File: config.mk
export PLATFORM = sky130hd
export DESIGN_NAME = spsg_mix
export DESIGN_NICKNAME = d
export VERILOG_FILES = /design/src/spsg_pkg.sv /design/src/spsg_mix.sv
export SDC_FILE = /design/constraint.sdc
export NUM_CORES = 2
export LEC_CHECK = 0
export BUFFER_PORTS_ARGS = -buffer_cell sky130_fd_sc_hd__buf_2
export CAP_MARGIN = 0
export CORE_UTILIZATION = 43
export DETAILED_ROUTE_END_ITERATION = 12
export GPL_TIMING_DRIVEN = 1
export PLACE_DENSITY = 0.63
export RECOVER_POWER = 50
export SYNTH_ARGS = -nofsm -noshare
export SYNTH_HDL_FRONTEND = slang
export SYNTH_SLANG_ARGS = --single-unit
File: constraint.sdc
create_clock -name clk -period 9.5 [get_ports clk]
set_clock_uncertainty 0.2 [all_clocks]
set_input_delay 0 -clock clk [delete_from_list [all_inputs] [get_ports clk]]
set_output_delay 0 -clock clk [all_outputs]
set_load 0.05 [all_outputs]
File: src/spsg_pkg.sv
`timescale 1ns / 1ps
`default_nettype none

package spsg_pkg;

	// Window limit
	localparam int unsigned LAST_SAMPLE_INDEX_DEF = 250;
	localparam int unsigned IDX_CMP_W = 12;

	// Q18 fixed point
	localparam int unsigned ACC_W = 19;
	localparam logic [ACC_W-1:0] Q18_ONE = 19'd262144;
	localparam logic [17:0] Q18_HALF = 18'd131072;
	localparam int unsigned EXP_BITS = 23;

	// Exponent scaling: fast x
	localparam logic [29:0] FAST_X_MUL = 30'd604905376;
	localparam logic [15:0] FAST_X_RND = 16'd32768;
	// Exponent scaling: slow x, (a*16384 + 62) / 125
	localparam logic [5:0] SLOW_X_ADD = 6'd62;
	localparam logic [6:0] SLOW_X_DIV = 7'd125;
	localparam logic [22:0] SLOW_X_MUL = 23'd4294967;
	// Exponent scaling: fast y
	localparam logic [27:0] FAST_Y_MUL = 28'd148561780;
	localparam logic [31:0] FAST_Y_RND = 32'h8000_0000;
	// Exponent scaling: slow y, (a^4 + 3750) / 7500 taken as (../4) / 1875
	localparam logic [11:0] SLOW_Y_ADD = 12'd3750;
	localparam logic [10:0] SLOW_Y_DIV = 11'd1875;
	localparam logic [23:0] SLOW_Y_MUL = 24'd9162596;

	localparam logic [24:0] OUT_MAX = 25'h1FF_FFFF;

	// Exponential lanes
	localparam int unsigned EXP_LANES = 4;
	localparam int unsigned LANE_XF = 0;
	localparam int unsigned LANE_YF = 1;
	localparam int unsigned LANE_XS = 2;
	localparam int unsigned LANE_YS = 3;

	typedef struct packed {
		logic [7:0]  sample_index;
		logic [23:0] fast_amplitude;
		logic [23:0] slow_amplitude;
		logic [13:0] start_phase;
	} spsg_in_t;

	typedef struct packed {
		logic [24:0] sample_value;
		logic        clipped;
	} spsg_out_t;

	typedef struct packed {
		logic                zero;
		logic [EXP_BITS-1:0] v;
	} spsg_exparg_t;

	typedef spsg_exparg_t [EXP_LANES-1:0] spsg_args_t;

	typedef logic [EXP_LANES-1:0][ACC_W-1:0] spsg_exps_t;

	typedef struct packed {
		logic        active;
		logic [23:0] amp_f;
		logic [23:0] amp_s;
	} spsg_side_t;

	// round(2^18 * exp(-2^(b-18)))
	function automatic logic [17:0] neg_exp_tab(input int b);
		logic [17:0] t;
		unique case (b)
			0: t = 18'd262143;
			1: t = 18'd262142;
			2: t = 18'd262140;
			3: t = 18'd262136;
			4: t = 18'd262128;
			5: t = 18'd262112;
			6: t = 18'd262080;
			7: t = 18'd262016;
			8: t = 18'd261888;
			9: t = 18'd261632;
			10: t = 18'd261122;
			11: t = 18'd260104;
			12: t = 18'd258080;
			13: t = 18'd254079;
			14: t = 18'd246261;
			15: t = 18'd231341;
			16: t = 18'd204158;
			17: t = 18'd158998;
			18: t = 18'd96437;
			19: t = 18'd35477;
			20: t = 18'd4801;
			21: t = 18'd88;
			default: t = 18'd0;
		endcase
		return t;
	endfunction

endpackage

`default_nettype wire

File: src/spsg_mix.sv
`timescale 1ns / 1ps
`default_nettype none

module spsg_mix import spsg_pkg::*; (
	input  wire logic       clk,
	input  wire logic       arst_n,
	input  wire logic       exps_valid,
	output logic            exps_ready,
	input  wire spsg_exps_t exps,
	input  wire spsg_side_t side,
	output logic            sample_valid,
	input  wire logic       sample_ready,
	output spsg_out_t       sample
);

	localparam int unsigned NS = 3;

	logic [NS-1:0] vld_s;
	logic [NS-1:0] vld_in;
	logic [NS:0]   go;

	spsg_side_t       side_s1, side_s2;
	logic [ACC_W-1:0] shp_f_s1, shp_s_s1;
	logic [42:0]      pf_s2, ps_s2;
	spsg_out_t        out_s3;

	logic [37:0] shf_prod, shs_prod;
	logic [43:0] sum_full;
	logic [25:0] sum_c;
	spsg_out_t   out_c;

	always_comb begin
		go[NS] = sample_ready;
		for (int k = NS - 1; k >= 0; k--) begin
			go[k] = ~vld_s[k] | go[k + 1];
		end
	end

	assign exps_ready   = go[0];
	assign sample_valid = vld_s[NS-1];
	assign sample       = out_s3;

	// Shape factors
	always_comb begin
		shf_prod = 38'(exps[LANE_XF]) * 38'(Q18_ONE - exps[LANE_YF]) + 38'(Q18_HALF);
		shs_prod = 38'(exps[LANE_XS]) * 38'(Q18_ONE - exps[LANE_YS]) + 38'(Q18_HALF);
	end

	// Sum, truncate, saturate; zero the output of an inactive item
	always_comb begin
		sum_full = 44'(pf_s2) + 44'(ps_s2);
		sum_c    = sum_full[43:18];
		if (!side_s2.active) begin
			out_c.sample_value = '0;
			out_c.clipped      = 1'b0;
		end else if (sum_c > 26'(OUT_MAX)) begin
			out_c.sample_value = OUT_MAX;
			out_c.clipped      = 1'b1;
		end else begin
			out_c.sample_value = sum_c[24:0];
			out_c.clipped      = 1'b0;
		end
	end

	// Valid bit that each stage takes when it advances
	assign vld_in = {vld_s[NS-2:0], exps_valid};

	always_ff @(posedge clk or negedge arst_n) begin
		if (!arst_n) begin
			vld_s <= '0;
		end else begin
			for (int k = 0; k < NS; k++) begin
				if (go[k]) begin
					vld_s[k] <= vld_in[k];
				end
			end
		end
	end

	always_ff @(posedge clk) begin
		if (go[0]) begin
			side_s1  <= side;
			shp_f_s1 <= shf_prod[36:18];
			shp_s_s1 <= shs_prod[36:18];
		end
		if (go[1]) begin
			side_s2 <= side_s1;
			pf_s2   <= 43'(side_s1.amp_f) * 43'(shp_f_s1);
			ps_s2   <= 43'(side_s1.amp_s) * 43'(shp_s_s1);
		end
		if (go[2]) begin
			out_s3 <= out_c;
		end
	end

endmodule

`default_nettype wire

==> qor.csv <==
metric,value,unit
status,"complete, but fails checks",
failing checks,"capacitance limit, slew limit",
Register Area,0.00608,sq mm
Multi-input gate area,0.0486,sq mm
DRC,0,
Avg Inst Size Synth,9.31,sq um
CTS tree,done,
post-CTS sizing,0,
global placer's final weighted congestion,0.887,
critical path launch point type,input pin,
Worst EP required,9640,ps
die width,381,um
register area share after synthesis,9.87,%
setup TNS,0,ps
critical path class,input pin to flop,
Initial Util,43.4,%
Max Cap Violations,4,
Critical Path End Type,flop,
Mapped Nets,8693,
drt initial violations,2631,
Die Area,0.145,sq mm
post-synth cell types,69,
synthesized instance count,6620,
placed cell areas,0.0644,sq mm
simple logic cell fraction of the synthesized area,15.6,%
fill count,13600,
share of the synthesized area in the top cell type,43.9,%
"slowest stage cell, crit path",xor2_1,
Crit Path Max Fanout,10,
vias per inst,5.10,
"top cells by area, synth","fa_1, ha_1, edfxtp_1",
Root Buffer,clkbuf_16,
Yosys reg bits,203,
mux contribution to synthesized area,0,%
adder-cell share of the synthesized area,55.9,%
XOR/XNOR share of the synthesized area,2.49,%
layout cells sized above 1,4.40,%
Final Hold Fails,0,
number of I/O pins,157,
mapped cell area,0.0616,sq mm
Routed Antenna Nets,0,
Nets,8781,
core area,0.142,sq mm
Post-synth top flop,edfxtp_1,
Async SR Flop Fraction,1.48,%
Hold Crit Class,input pin to flop,
Max Freq,121,MHz
setup violators final,0,
fin crit period,8230,ps
"EDFF count, synth",200,
cell row count,138,
number of global-route vias before repair,48300,
"Design Area, Final",0.0663,sq mm
Clock Latency Late Sink,600,ps
drt pass-1 iters,8,
Area growth syn-to-layout,7.61,%
largest net degree at the start of global routing,47,
cts bufs inserted,26,
Synth area leader,fa_1,
clock buffer depth,3,
max-slew violations,162,
Yosys warning count,0,
Die H,381,um
worst slew pin tran,2470,ps
Bufs and invs on worst path,6,
Routed WL per cell,17.8,um
most frequent CP cell,fa_1,
main combinational cell family by area after synthesis,adder cells,
CP peak stage delay,700,ps
crit-path leading delay family,adder cells,
RSZ-0062 raised after global routing,no,
DR vias,43900,
period utilization,86.7,%
Port Buffers,156,
ANT cells,0,
relative slew slack,-64.4,%
H-tree depth,1,
initial antenna violation count,6,
first-pass GRT wire length,255,mm
WP data arrival,8370,ps
Post-Route WL,154,mm
clk sinks,203,
total grt overflow,0,
flop-to-flop setup slack,1660,ps
complex-gate fraction of the synthesized area,4.72,%
clk slew on worst S/H paths,60,ps
overall routing resource usage,22.0,%
post-DP HPWL,120,mm
## metal layers
metal / share of wire, % / vias to the layer above / track usage [%]
li1: - / 19800 / -
met1: 43 / 22700 / 29.5
met2: 48 / 1221 / 37.6
met3: 6.0 / 249 / 3.01
met4: 2.5 / 6 / 5.40
met5: 0.031 / - / 0
## path summary, 6_finish.rpt
| path | startpoint | endpoint | depth (start not counted) |
|---|---|---|---|
| max in group asynchronous | arst_n | vld_s[0] | 3 |
| min | exps[75] | shp_s_s1[18] | 6 |
| min in group asynchronous | arst_n | vld_s[1] | 3 |
| min reg2reg | side_s1[48] | side_s2[48] | 0 |
| max | exps[60] | shp_s_s1[13] | 30 |
| max reg2reg | shp_f_s1[1] | pf_s2[41] | 21 |
## cells by family (layout without fill, tap and decap cells)
logic type | Yosys count | count (layout)
simple gates | 2006 | 2006
fa+ha+maj | 1944 | 1944
compound gates | 432 | 432
xor+xnor | 175 | 175
buf+inv | 1860 | 1968
flops | 203 | 203
## registers in the layout (all words and copies together) (netlist names)
| signal | count |
|---|---|
| pf_s2 | 43 |
| ps_s2 | 43 |
| sample | 26 |
| shp_f_s1 | 19 |
| shp_s_s1 | 19 |
| side_s1 | 49 |
| side_s2 | 1 |
| vld_s | 3 |
## worst register-to-register path: stages (launching register included)
cell and delay [ps]:
edfxtp_1 930, clkbuf_1 620, nand2_1 180, fa_1 580, inv_1 50, fa_1 540
fa_1 450, fa_1 510, inv_1 50, fa_1 520, inv_1 40, fa_1 440
ha_1 360, a21oi_1 300, nand2_1 90, a221oi_1 290, o31a_1 300, o31ai_1 180
a31oi_1 270, o22ai_1 150, o41ai_1 360, xnor2_1 130
## cells in the mapped netlist, types with 17 or more instances
library cell / instances
a21o_1: 77
or2_2: 23
inv_1: 1566
fa_1: 1352
and3_1: 17
ha_1: 592
nor2_1: 107
o21bai_1: 21
nand3_1: 33
nor3_1: 35
nand2_1: 1034
nor2b_1: 21
o21a_1: 45
clkbuf_1: 288
nand2b_1: 22
o21ai_0: 51
and2_1: 667
a21oi_1: 117
xnor2_1: 121
xor2_1: 54
edfxtp_1: 200
## final cells by class
cell class / count / area share [%]
Multi-Input combinational cell: 4557 / 73.3
Sequential cell: 203 / 9.17
Inverter: 1567 / 8.87
Timing Repair Buffer: 353 / 3.72
Tap cell: 1890 / 3.57
Clock buffer: 33 / 1.05
Clock inverter: 15 / 0.289
## per-stage QoR
stage	instances	util (%)	setup WS (ps)	hold slack [ps]
global placement	8463	45.4	809	-403
finish	8618	46.7	1270	102
detailed placement	8463	45.4	716	-400
CTS	8618	46.8	1350	71.9
floorplan	6620	-	1340	-496
global route	8618	46.7	789	134
## layout by cell type (no fill, tap or decap), types with 77 or more instances in the layout
master         count
buf_4             84
a21o_1            77
nand2_1         1034
buf_2            126
a21oi_1          117
xnor2_1          115
dlygate4sd3_1    107
nor2_1           107
edfxtp_1         200
fa_1            1352
ha_1             592
and2_1           665
inv_1           1566
## repair_timing
item / in CTS / in global routing
hold buffers: 107 / 0
hold endpoints to repair: 83 / 0
buffers inserted: 0 / 0
Power is left out: the tool's default activity adds up to more than one toggle a clock period on the data nets, which glitch-free logic cannot reach.
