`src/spsg_pkg.sv`:
```
`timescale 1ns / 1ps
`default_nettype none

package spsg_pkg;

	// Window limit
	localparam int unsigned LAST_SAMPLE_INDEX_DEF = 250;
	localparam int unsigned IDX_CMP_W = 12;

	// Q18 fixed point
	localparam int unsigned ACC_W = 19;
	localparam logic [ACC_W-1:0] Q18_ONE = 19'd262144;
	localparam logic [17:0] Q18_HALF = 18'd131072;
	localparam int unsigned EXP_BITS = 23;

	// Exponent scaling: fast x
	localparam logic [29:0] FAST_X_MUL = 30'd604905376;
	localparam logic [15:0] FAST_X_RND = 16'd32768;
	// Exponent scaling: slow x, (a*16384 + 62) / 125
	localparam logic [5:0] SLOW_X_ADD = 6'd62;
	localparam logic [6:0] SLOW_X_DIV = 7'd125;
	localparam logic [22:0] SLOW_X_MUL = 23'd4294967;
	// Exponent scaling: fast y
	localparam logic [27:0] FAST_Y_MUL = 28'd148561780;
	localparam logic [31:0] FAST_Y_RND = 32'h8000_0000;
	// Exponent scaling: slow y, (a^4 + 3750) / 7500 taken as (../4) / 1875
	localparam logic [11:0] SLOW_Y_ADD = 12'd3750;
	localparam logic [10:0] SLOW_Y_DIV = 11'd1875;
	localparam logic [23:0] SLOW_Y_MUL = 24'd9162596;

	localparam logic [24:0] OUT_MAX = 25'h1FF_FFFF;

	// Exponential lanes
	localparam int unsigned EXP_LANES = 4;
	localparam int unsigned LANE_XF = 0;
	localparam int unsigned LANE_YF = 1;
	localparam int unsigned LANE_XS = 2;
	localparam int unsigned LANE_YS = 3;

	typedef struct packed {
		logic [7:0]  sample_index;
		logic [23:0] fast_amplitude;
		logic [23:0] slow_amplitude;
		logic [13:0] start_phase;
	} spsg_in_t;

	typedef struct packed {
		logic [24:0] sample_value;
		logic        clipped;
	} spsg_out_t;

	typedef struct packed {
		logic                zero;
		logic [EXP_BITS-1:0] v;
	} spsg_exparg_t;

	typedef spsg_exparg_t [EXP_LANES-1:0] spsg_args_t;

	typedef logic [EXP_LANES-1:0][ACC_W-1:0] spsg_exps_t;

	typedef struct packed {
		logic        active;
		logic [23:0] amp_f;
		logic [23:0] amp_s;
	} spsg_side_t;

	// round(2^18 * exp(-2^(b-18)))
	function automatic logic [17:0] neg_exp_tab(input int b);
		logic [17:0] t;
		unique case (b)
			0: t = 18'd262143;
			1: t = 18'd262142;
			2: t = 18'd262140;
			3: t = 18'd262136;
			4: t = 18'd262128;
			5: t = 18'd262112;
			6: t = 18'd262080;
			7: t = 18'd262016;
			8: t = 18'd261888;
			9: t = 18'd261632;
			10: t = 18'd261122;
			11: t = 18'd260104;
			12: t = 18'd258080;
			13: t = 18'd254079;
			14: t = 18'd246261;
			15: t = 18'd231341;
			16: t = 18'd204158;
			17: t = 18'd158998;
			18: t = 18'd96437;
			19: t = 18'd35477;
			20: t = 18'd4801;
			21: t = 18'd88;
			default: t = 18'd0;
		endcase
		return t;
	endfunction

endpackage

`default_nettype wire

```
`src/spsg_front.sv`:
```
`timescale 1ns / 1ps
`default_nettype none

module spsg_front import spsg_pkg::*; #(
	parameter int unsigned LAST_SAMPLE_INDEX = LAST_SAMPLE_INDEX_DEF
) (
	input  wire logic       clk,
	input  wire logic       arst_n,
	input  wire logic       item_valid,
	output logic            item_ready,
	input  wire spsg_in_t   item,
	output logic            args_valid,
	input  wire logic       args_ready,
	output spsg_args_t      args,
	output spsg_side_t      side
);

	localparam int unsigned NS = 6;

	logic [NS-1:0] vld_s;
	logic [NS-1:0] vld_in;
	logic [NS:0]   go;

	// Stage registers
	spsg_side_t  side_s1, side_s2, side_s3, side_s4, side_s5, side_s6;
	logic [13:0] a_s1;
	logic [27:0] xf_s2, xf_s3, xf_s4, xf_s5;
	logic [27:0] n_s2;
	logic [21:0] xs0_s2;
	logic [21:0] xs_s3, xs_s4, xs_s5;
	logic [17:0] a2_s2;
	logic        bigf_s2, bigf_s3, bigf_s4, bigf_s5;
	logic        bigs_s2, bigs_s3, bigs_s4, bigs_s5;
	logic [35:0] p_s3;
	logic [23:0] yf_s4, yf_s5;
	logic [33:0] r4_s4, r4_s5;
	logic [40:0] lo_s4, hi_s4;
	logic [23:0] q0_s5;
	spsg_args_t  args_s6;

	// Combinational terms
	logic [14:0] diff;
	logic        idx_ok;
	logic [43:0] xf_prod;
	logic [27:0] n_c;
	logic [50:0] xs_prod;
	logic [17:0] a2_c;
	logic [27:0] xs_rem;
	logic [21:0] xs_c;
	logic [35:0] p_c;
	logic [55:0] yf_prod;
	logic [35:0] r_c;
	logic [33:0] r4_c;
	logic [40:0] lo_c, hi_c;
	logic [57:0] q_sum;
	logic [33:0] ys_rem;
	logic [23:0] ys_c;
	spsg_args_t  args_c;

	// Stall chain: a stage takes new data when empty or when it moves on
	always_comb begin
		go[NS] = args_ready;
		for (int k = NS - 1; k >= 0; k--) begin
			go[k] = ~vld_s[k] | go[k + 1];
		end
	end

	assign item_ready = go[0];
	assign args_valid = vld_s[NS-1];
	assign args       = args_s6;
	assign side       = side_s6;

	// Valid bit that each stage takes when it advances
	assign vld_in = {vld_s[NS-2:0], item_valid};

	always_ff @(posedge clk or negedge arst_n) begin
		if (!arst_n) begin
			vld_s <= '0;
		end else begin
			for (int k = 0; k < NS; k++) begin
				if (go[k]) begin
					vld_s[k] <= vld_in[k];
				end
			end
		end
	end

	// Stage 1: time offset and window check
	always_comb begin
		diff   = {1'b0, item.sample_index, 6'b0} - {1'b0, item.start_phase};
		idx_ok = {4'b0, item.sample_index} <= IDX_CMP_W'(LAST_SAMPLE_INDEX);
	end

	// Stage 2: linear exponents and square
	always_comb begin
		xf_prod = 44'(a_s1) * 44'(FAST_X_MUL) + 44'(FAST_X_RND);
		n_c     = {a_s1, 14'b0} + 28'(SLOW_X_ADD);
		xs_prod = 51'(n_c) * 51'(SLOW_X_MUL);
		a2_c    = 18'(a_s1[8:0]) * 18'(a_s1[8:0]);
	end

	// Stage 3: correct slow x quotient, fourth power
	always_comb begin
		xs_rem = n_s2 - 28'(xs0_s2) * 28'(SLOW_X_DIV);
		xs_c   = (xs_rem >= 28'(SLOW_X_DIV)) ? xs0_s2 + 22'd1 : xs0_s2;
		p_c    = 36'(a2_s2) * 36'(a2_s2);
	end

	// Stage 4: fast y, partial products of slow y quotient
	always_comb begin
		yf_prod = 56'(p_s3[27:0]) * 56'(FAST_Y_MUL) + 56'(FAST_Y_RND);
		r_c     = p_s3 + 36'(SLOW_Y_ADD);
		r4_c    = r_c[35:2];
		lo_c    = 41'(r4_c[16:0]) * 41'(SLOW_Y_MUL);
		hi_c    = 41'(r4_c[33:17]) * 41'(SLOW_Y_MUL);
	end

	// Stage 5: combine partial products
	assign q_sum = (58'(hi_s4) << 17) + 58'(lo_s4);

	// Stage 6: correct slow y quotient, form exponent arguments
	always_comb begin
		ys_rem = r4_s5 - 34'(q0_s5) * 34'(SLOW_Y_DIV);
		ys_c   = (ys_rem >= 34'(SLOW_Y_DIV)) ? q0_s5 + 24'd1 : q0_s5;
		args_c[LANE_XF].zero = |xf_s5[27:23];
		args_c[LANE_XF].v    = xf_s5[22:0];
		args_c[LANE_YF].zero = bigf_s5 | yf_s5[23];
		args_c[LANE_YF].v    = yf_s5[22:0];
		args_c[LANE_XS].zero = 1'b0;
		args_c[LANE_XS].v    = {1'b0, xs_s5};
		args_c[LANE_YS].zero = bigs_s5 | ys_c[23];
		args_c[LANE_YS].v    = ys_c[22:0];
	end

	always_ff @(posedge clk) begin
		if (go[0]) begin
			side_s1.active <= idx_ok & ~diff[14];
			side_s1.amp_f  <= item.fast_amplitude;
			side_s1.amp_s  <= item.slow_amplitude;
			a_s1           <= diff[13:0];
		end
		if (go[1]) begin
			side_s2 <= side_s1;
			xf_s2   <= xf_prod[43:16];
			n_s2    <= n_c;
			xs0_s2  <= xs_prod[50:29];
			a2_s2   <= a2_c;
			bigf_s2 <= |a_s1[13:7];
			bigs_s2 <= |a_s1[13:9];
		end
		if (go[2]) begin
			side_s3 <= side_s2;
			xf_s3   <= xf_s2;
			xs_s3   <= xs_c;
			p_s3    <= p_c;
			bigf_s3 <= bigf_s2;
			bigs_s3 <= bigs_s2;
		end
		if (go[3]) begin
			side_s4 <= side_s3;
			xf_s4   <= xf_s3;
			xs_s4   <= xs_s3;
			yf_s4   <= yf_prod[55:32];
			r4_s4   <= r4_c;
			lo_s4   <= lo_c;
			hi_s4   <= hi_c;
			bigf_s4 <= bigf_s3;
			bigs_s4 <= bigs_s3;
		end
		if (go[4]) begin
			side_s5 <= side_s4;
			xf_s5   <= xf_s4;
			xs_s5   <= xs_s4;
			yf_s5   <= yf_s4;
			r4_s5   <= r4_s4;
			q0_s5   <= q_sum[57:34];
			bigf_s5 <= bigf_s4;
			bigs_s5 <= bigs_s4;
		end
		if (go[5]) begin
			side_s6 <= side_s5;
			args_s6 <= args_c;
		end
	end

endmodule

`default_nettype wire

```
`config.mk`:
```
export PLATFORM = sky130hd
export DESIGN_NAME = spsg_front
export DESIGN_NICKNAME = d
export VERILOG_FILES = /design/src/spsg_pkg.sv /design/src/spsg_front.sv
export SDC_FILE = /design/constraint.sdc
export NUM_CORES = 2
export LEC_CHECK = 0
export ABC_AREA = 1
export BUFFER_PORTS_ARGS = -buffer_cell sky130_fd_sc_hd__buf_2
export CORE_UTILIZATION = 30
export DETAILED_ROUTE_END_ITERATION = 6
export GPL_TIMING_DRIVEN = 0
export PLACE_DENSITY = 0.45
export SLEW_MARGIN = 30
export SYNTH_ARGS = -nofsm -noshare
export SYNTH_HDL_FRONTEND = slang
export SYNTH_SLANG_ARGS = --single-unit
```
`constraint.sdc`:
```
create_clock -name clk -period 59.9 [get_ports clk]
set_input_delay 8.985 -clock clk [delete_from_list [all_inputs] [get_ports clk]]
set_output_delay 8.985 -clock clk [all_outputs]
set_load 0.02 [all_outputs]
```
==> impl_results.md <==
- Outcome: complete, no violations
- Die X-Extent: 561 µm
- Async SR Flop Fraction: less than 1%
- Post-synthesis sequential area ratio: 28.1%
- Postcts setup bufs: 0
- Routability cong.: 0.887
- TritonCTS clock tree: done
- Synthesized area per cell: slightly below 10 µm²
- Share of layout cells above drive strength 1: between 5 and 6%
- I/O Buffers: 218
- Routed len/inst: 17.9 µm
- Final Critical Period: between 20 and 25 ns
- Yosys cell types: 55
- Post-CTS resize count: 0
- Fin crit share: 37.0%
- Skew final: 0.107 ns
- Vias per cell: 4.43
- Die ar.: 315,000 µm²
- Final Util: 33.5%
- Share of the synthesized area in the top cell type: 27.9%
- Critical path's most frequent cell: nor2_1
- Area leader, netlist: edfxtp_1
- First-pass GRT wire length: 393,000 µm
- RSZ-0062 raised after global routing: no
- Final HPWL DP: 215,000 µm
- Clock sink count: about 900
- Clk_lat worst skew: 0.85 ns
- Post-synth top cells: inv_1 (2,503), nand2_1 (1,455), ha_1 (1,313)
- Worst-Margin Slew: around 1.0 ns
- Hold slack: 0.395 ns
- Final hold vios: 0
- Max-Cap Viols: 0
- Cells after Synth: between 9k and 10k
- Pin count of the biggest net entering global routing: 93
- GRT Total Usage: around 16%
- Ys Warns: 0
- Row count: 205
- Crit path cell chain: buf_2 > nor2_1 > inv_8 > buf_16 > nor2_1 > inv_8 > nor2_1 > inv_8 > nor2_1 > inv_8 > buf_16 > nor2_1 > nand2_4 > buf_12 > buf_2
- CP max-delay cell: nor2_1
- Initial antenna violation count: 12
- Net count, final: 12.5k
- I/O pin cnt: 221
- CTS Buf Count: 106
- Overflow after GRT: 0
- Vias: 62.5k
- Critical path peak fanout: 67
- CP Launch Type: input port
- Clk slew on worst S/H paths: 0.06 ns
- Final Max Slew Viols: 0
- Core area: ~310,000 µm²
- Hold Path Class: reg -> reg
- # H-tree levels: 3
- Crit Path Category: in -> out
- Vias in the first global route: 67.2k
- Top FF cell, synth: edfxtp_1
- Largest cells by area after synthesis: edfxtp_1 (28%), fa_1 (26%), ha_1 (17%)
- Count leader, synth: inv_1
- Relative slew slack: roughly 33%
- Routed wire length: 252,000 µm
- Max Root-Sink Buffers: 4
- Mapped Area: 93,900 µm²
- Critical path required time: 50.92 ns
- Root Buffer Master: clkbuf_16
- Number of routed nets with antenna violations: 0
- Fin Setup TNS: 0 ns
- Starting Density: a little under a third
- Setup violations, final: 0
- EDFF count, synth: 873
- Largest stage delay, worst path: 0.46 ns
- DRT iter0 DRCs: 3,273
- Area added between synthesis and finish: 11.3%
- CP arrival: ~13 ns
- DR pass1 iterations: 5
- Critical Path End Type: primary output
- Maximum clock rate: 0.0451 GHz
- Yosys reg bits: between 800 and 900
- # DRC: 0
- Die Ht: 561 µm
- Cts hold-fix bufs: 0
## logic make-up after synthesis
group,share of synthesized area [%]
AO/OA/AOI/OAI,4.17
XOR/XNOR,2.99
adder cells (fa/ha/maj),43.3
buffers and inverters,10.3
flip-flops,28.1
other,0.00800
AND/OR/NAND/NOR,11.1
## path summary, 6_finish.rpt
check	start	end	slack, ns	cells past startpoint
hold / removal	xf_s3[15]	xf_s4[15]	0.40	0
min in group asynchronous	arst_n	vld_s[1]	7.98	1
setup reg to reg	p_s3[3]	hi_s4[40]	50.10	32
hold reg to reg	xf_s3[15]	xf_s4[15]	0.40	0
setup / recovery	args_ready	item_ready	37.73	15
max in group asynchronous	arst_n	vld_s[4]	51.70	1
## worst max-delay path: cells and delay by family
kind	cells	cell delay (ns)
buffers and inverters	9	1.90
AND/OR/NAND/NOR	6	2.22
## sequential cells by signal (all words and copies together), names as in the netlist, 24 cells and up
register and count:
side_s3 49, yf_s4 24, xf_s2 28, p_s3 35, q0_s5 24, r4_s5 34
xf_s5 28, hi_s4 36, side 49, xf_s3 28, r4_s4 34, args 94
yf_s5 24, side_s5 49, side_s1 49, side_s4 49, side_s2 49, xf_s4 28
## metal layers
layer / track usage (%) / routed length (µm) / vias to the layer above
li1: - / - / 30400
met1: 22.3 / 118000 / 30900
met2: 27.4 / 120000 / 1047
met3: 1.59 / 8520 / 250
met4: 3.73 / 5550 / 0
met5: 0 / 0 / -
## layout by cell type, fill, tap and decap left out, drive strengths merged, types with 10 or more instances in the layout
cell,count
a21boi,12
a21o,24
a21oi,367
buf,271
clkbuf,173
clkinv,27
conb,12
edfxtp,873
fa,1212
ha,1313
inv,2513
nand2,1461
nand3,259
nand3b,22
nand4,104
nor2,548
nor3,85
nor4,17
o211ai,10
o21ai,208
o21bai,29
or2,16
xnor2,90
xor2,230
## per-stage QoR
| step | worst slack (ns) | std cells | area, µm² |
|---|---|---|---|
| after CTS | 37.54 | 14100 | 104000 |
| after detailed placement | 37.54 | 13900 | 101000 |
| after floorplan | 26.32 | 9514 | 93900 |
| after global placement | 14.67 | 13900 | 100000 |
| after global routing | 37.31 | 14100 | 104000 |
| final | 37.73 | 14100 | 104000 |
## layout make-up
type                       instances  area (µm²)
fill                           32100      207000
multi-input combinational       6079       58000
sequential                       879       26400
inverter                        2507        9450
tap                             4140        5180
clock buffer                     138        2900
timing repair buffer             257        1740
clock inverter                    49         531
buffer                            49         238
antenna                            4        10.0
Power is left out: the tool's default activity adds up to more than one toggle a clock period on the data nets, which glitch-free logic cannot reach.
